`src/design/pidc_ram.sv`:
```
// ----------------------------------------------------------------------------
// pidc_ram
// Generic single write, single read RAM with registered read data.
// ----------------------------------------------------------------------------
`timescale 1ns / 1ps
`default_nettype none

module pidc_ram #(
    parameter int WIDTH = 8,
    parameter int DEPTH = 16
) (
    input  wire logic                     i_clk,
    input  wire logic                     i_we,
    input  wire logic [$clog2(DEPTH)-1:0] i_waddr,
    input  wire logic [WIDTH-1:0]         i_wdata,
    input  wire logic [$clog2(DEPTH)-1:0] i_raddr,
    output logic      [WIDTH-1:0]         o_rdata
);

    logic [WIDTH-1:0] r_mem [DEPTH];

    // write port and registered read
    always_ff @(posedge i_clk) begin
        if (i_we) begin
            r_mem[i_waddr] <= i_wdata;
        end
        o_rdata <= r_mem[i_raddr];
    end

endmodule

`default_nettype wire

```
`config.mk`:
```
export PLATFORM = sky130hd
export DESIGN_NAME = pidc_ram
export DESIGN_NICKNAME = d
export VERILOG_FILES = /design/src/design/pidc_ram.sv
export SDC_FILE = /design/constraint.sdc
export NUM_CORES = 1
export LEC_CHECK = 0
export ABC_AREA = 1
export ABC_CLOCK_PERIOD_IN_PS = 1500
export BUFFER_PORTS_ARGS = -buffer_cell sky130_fd_sc_hd__buf_2
export CORE_MARGIN = 2
export CORE_UTILIZATION = 55
export CTS_CLUSTER_DIAMETER = 100
export CTS_CLUSTER_SIZE = 8
export DETAILED_ROUTE_END_ITERATION = 6
export PLACE_DENSITY = 0.76
export SLEW_MARGIN = 20
export SYNTH_ARGS = -nofsm -noshare
export SYNTH_HDL_FRONTEND = slang
export SYNTH_SLANG_ARGS = --single-unit
```
`constraint.sdc`:
```
create_clock -name i_clk -period 1.5 [get_ports i_clk]
set_input_delay 0.225 -clock i_clk [delete_from_list [all_inputs] [get_ports i_clk]]
set_output_delay 0.225 -clock i_clk [all_outputs]
set_load 0.01 [all_outputs]
```
---- Yosys cells after proc, flatten, opt, wreduce, memory -nomap -nowiden ----
Memory sizes are Yosys's and may differ from the RTL's. A register that Yosys moved wholly into a read port is not among the register bits.
Index checks and enable logic that the tools add are counted.
storage, ports and cells
  output and inout port bits .............. 8
  memory bits (writable) .................. 128
  register bits after elaboration ......... 0
  memories kept ........................... 1
memory list
  memory  depth  width  read ports  clocked after Yosys merged registers in  write ports  RTL line  source
  r_mem   16     8      1           1                                        1            20        logic [WIDTH-1:0] r_mem [DEPTH];
cells by class
  muxes and demuxes ....................... 2
operator list
  cell              count
  1-bit 2-to-1 mux  2

---- Logic depth before layout (Yosys ltp) ----
  depth in word-level cells ............... 2
  mapped depth ............................ 8
  depth with buffers taken out ............ 7

---- Least setup slack after synthesis ----
No wires, ideal clock.
  kind .................................... input-to-reg
  start ................................... input i_waddr[2]
  end ..................................... memory r_mem[10][0] (enable)
  slack ................................... 324 ps
  library setup time ...................... 370 ps
  path buffers ............................ 0
  data arrival time ....................... 806 ps
  stages on the path ...................... 2
  required time ........................... 1130 ps
  cell sequence ........................... nand3b_1 -> nor2_1
RTL lines
  what         RTL line  source
  from (decl)  14        input wire logic [$clog2(DEPTH)-1:0] i_waddr,
  to (decl)    20
No word-level cell before the write port.

---- Worst setup path in the final report ----
  start ................................... register o_rdata[6], read port of r_mem
  end ..................................... output o_rdata[6]
RTL lines
  what         RTL line  source
  from (decl)  17        output logic [WIDTH-1:0] o_rdata
No word-level cell between the ends.

==> summary.md <==
| Metric | Value |
|---|---|
| Die X | 106.4 um |
| Placed wire-length estimate | 7.883 mm |
| Worst slew margin | 73.97% |
| Vias in the first global route | 3785 |
| Worst stage delay on the critical path | 0.38 ns |
| Fin crit share | 85.37% |
| R2R Setup Slk | 0.44 ns |
| Final setup viols | 0 |
| Clock skew | 0.005823 ns |
| Height of the die | 106.4 um |
| Final nets | 615 |
| Via Count | 3957 |
| Worst path bufs/invs | 1 |
| Synth unique cells | 12 |
| Switching Share | 21.17% |
| Post-synthesis cell area | 0.005767 sq mm |
| Yosys reg bits | 136 |
| I/O pin total | 26 |
| First-pass GRT wire length | 19.82 mm |
| TritonRoute pass-1 iters | 5 |
| Reg2Reg Depth | 6 |
| Util after Layout | 65.93% |
| Hold buffers post-CTS | 0 |
| Die area | 0.01132 sq mm |
| Gpl congestion | 0.9285 |
| Final hold vios | 0 |
| Clock share of power | 46.3% |
| Hold EP | o_rdata[4] |
| Pins Over Slew Limit | 0 |
| Mapped Nets | 569 |
| Placed Area | 0.006141 sq mm |
| Most frequent cells in the layout | nand2_1, edfxtp_1, inv_1 |
| Seq pwr share | 47.7% |
| Root buffer cell | clkbuf_8 |
| Filler cell count | 762 |
| Largest net degree at the start of global routing | 33 |
| # diodes | 0 |
| Combinational fraction of design power | 6.0% |
| Mapped Cells | 551 |
| Total Neg Setup Slack | 0 ns |
| Crit path required time | 1.27 ns |
| Crit path max-delay family | flip-flops |
| Initial antenna violation count | 0 |
| Syn. warnings | 0 |
| Row count | 37 |
| Drt wl/cell | 17.06 um |
| Hold_sp | i_raddr[3] |
| Number of CTS-inserted buffers | 17 |
| GR Overflow Total | 0 |
| Crit Path Class | reg2out |
| Worst hold stages | 3 |
| Int Power | 7.081 mW |
| Total wire length | 12.72 mm |
| H-Tree Depth | 4 |
| Avg Cell Area, Syn | 10.47 sq um |
| Syn-to-layout area delta | 16.97% |
| Lkg Pwr | 2.958 nW |
| Critical path launch point type | flip-flop |
| Post-CTS sizing | 0 |
| Share of layout cells above drive strength 1 | 13.77% |
| Maxcap violations | 0 |
| Core Box Area | 0.01023 sq mm |
| Final min period | 1.281 ns |
| Highest Clock Rate | 0.7809 GHz |
| CTS tree | built |
| Post-Layout Cell Count | 746 |
| Vias per std cell | 5.304 |
| Clock tree buffer depth | 2 |
| Final ANT Viol Nets | 0 |
| Peak VDD IR | 682.1 uV |
| CP cell instances | buf_2 |
| Clk pin slew, worst setup/hold paths | 0.06 ns |
| Sink Count | 136 |
| Post-synthesis sequential area ratio | 69.43% |
| Iteration-0 DRC Markers | 334 |
| R2R Path Start | r_mem[0][7] |
| R2R Path End | o_rdata[7] |
| Worst Tran Pin Value | 0.3904 ns |
| Unrepaired setup endpoints after global routing | false |
| Slowest cell on the critical path | dfxtp_1 |
| Starting density of the core | 56.37% |
| IO buf count | 25 |
| Crit path max fanout | 1 |
| Post-CTS setup repair buffer count | 0 |
| Data arrival time of the worst path | 1.06 ns |
| Pwr Density | 1332 mW/mm^2 |
| Worst-skew pair later-pin latency | 0.53 ns |
| DRC violations left | 0 |
| Hold crit path type | in2reg |
| Post-route cell area | 0.006745 sq mm |
| Sw power | 1.902 mW |
| Most common cell after layout, fill and taps aside | nand2_1 |
| Crit path capture type | primary output |
| Status | completed |
| Placed cells | 714 |
| GR Util All Layers | 23.98% |
==> through the flow <==
step	total power [mW]	hold slack [ns]	worst slack, ns
finish	8.983	0.06379	0.2194
global route	9.247	0.07688	0.2088
CTS	9.023	0.03857	0.2071
detailed placement	4.894	0.5976	0.1321
global placement	4.875	0.5902	0.1643
floorplan	4.660	0.3239	0.3242
==> power by group through the flow <==
stage,Combinational (mW),Sequential (mW),Clock [mW]
CTS,0.540,4.28,4.20
floorplan,0.300,4.36,0
detailed placement,0.535,4.36,0
global placement,0.519,4.36,0
global route,0.595,4.28,4.37
finish,0.541,4.28,4.16
==> registers in the layout, summed over array words and instances (netlist names) <==
register / flops
r_mem: 128
o_rdata: 8
==> cell families (layout without fill, tap and decap cells) <==
logic type	after synthesis	in the layout	share of synthesized area, %
AND/OR/NAND/NOR	289	289	21.05
flip-flops	136	136	69.43
buffers and inverters	126	185	9.525
==> cell type report <==
cell class              count  area (sq um)  share of cell area [%]
flip-flops and latches    136          4004                   59.36
inverters                 102         382.9                   5.676
well taps                 136         170.2                   2.523
clock inverters            11         145.1                   2.152
multi-input cells         289          1214                   17.99
clock buffers              21         459.2                   6.808
repair buffers             51         370.4                   5.491
==> synthesized netlist by cell type, drive strengths merged <==
master / count / area, sq um
nor2: 17 / 63.81
inv: 102 / 382.9
edfxtp: 128 / 3844
nand2: 173 / 649.4
nand3: 97 / 485.5
buf: 24 / 166.4
nand3b: 2 / 15.01
dfxtp: 8 / 160.2
==> worst max-delay path by stage <==
stage | startpoint | end | depth (start not counted)
CTS | o_rdata[6] | o_rdata[6] | 1
floorplan | i_waddr[2] | r_mem[10][0] | 2
detailed placement | i_raddr[0] | o_rdata[7] | 7
global route | o_rdata[6] | o_rdata[6] | 1
finish | o_rdata[6] | o_rdata[6] | 1
global placement | i_raddr[0] | o_rdata[7] | 7
==> routing by layer <==
layer | GRT usage (%) | vias to the layer above | routed length [um]
li1 | - | 1869 | -
met1 | 30.69 | 1868 | 5151
met2 | 38.05 | 185 | 6245
met3 | 6.131 | 35 | 883
met4 | 12.12 | 0 | 444
met5 | 0 | - | 0
Power figures use the tool's default switching activity.
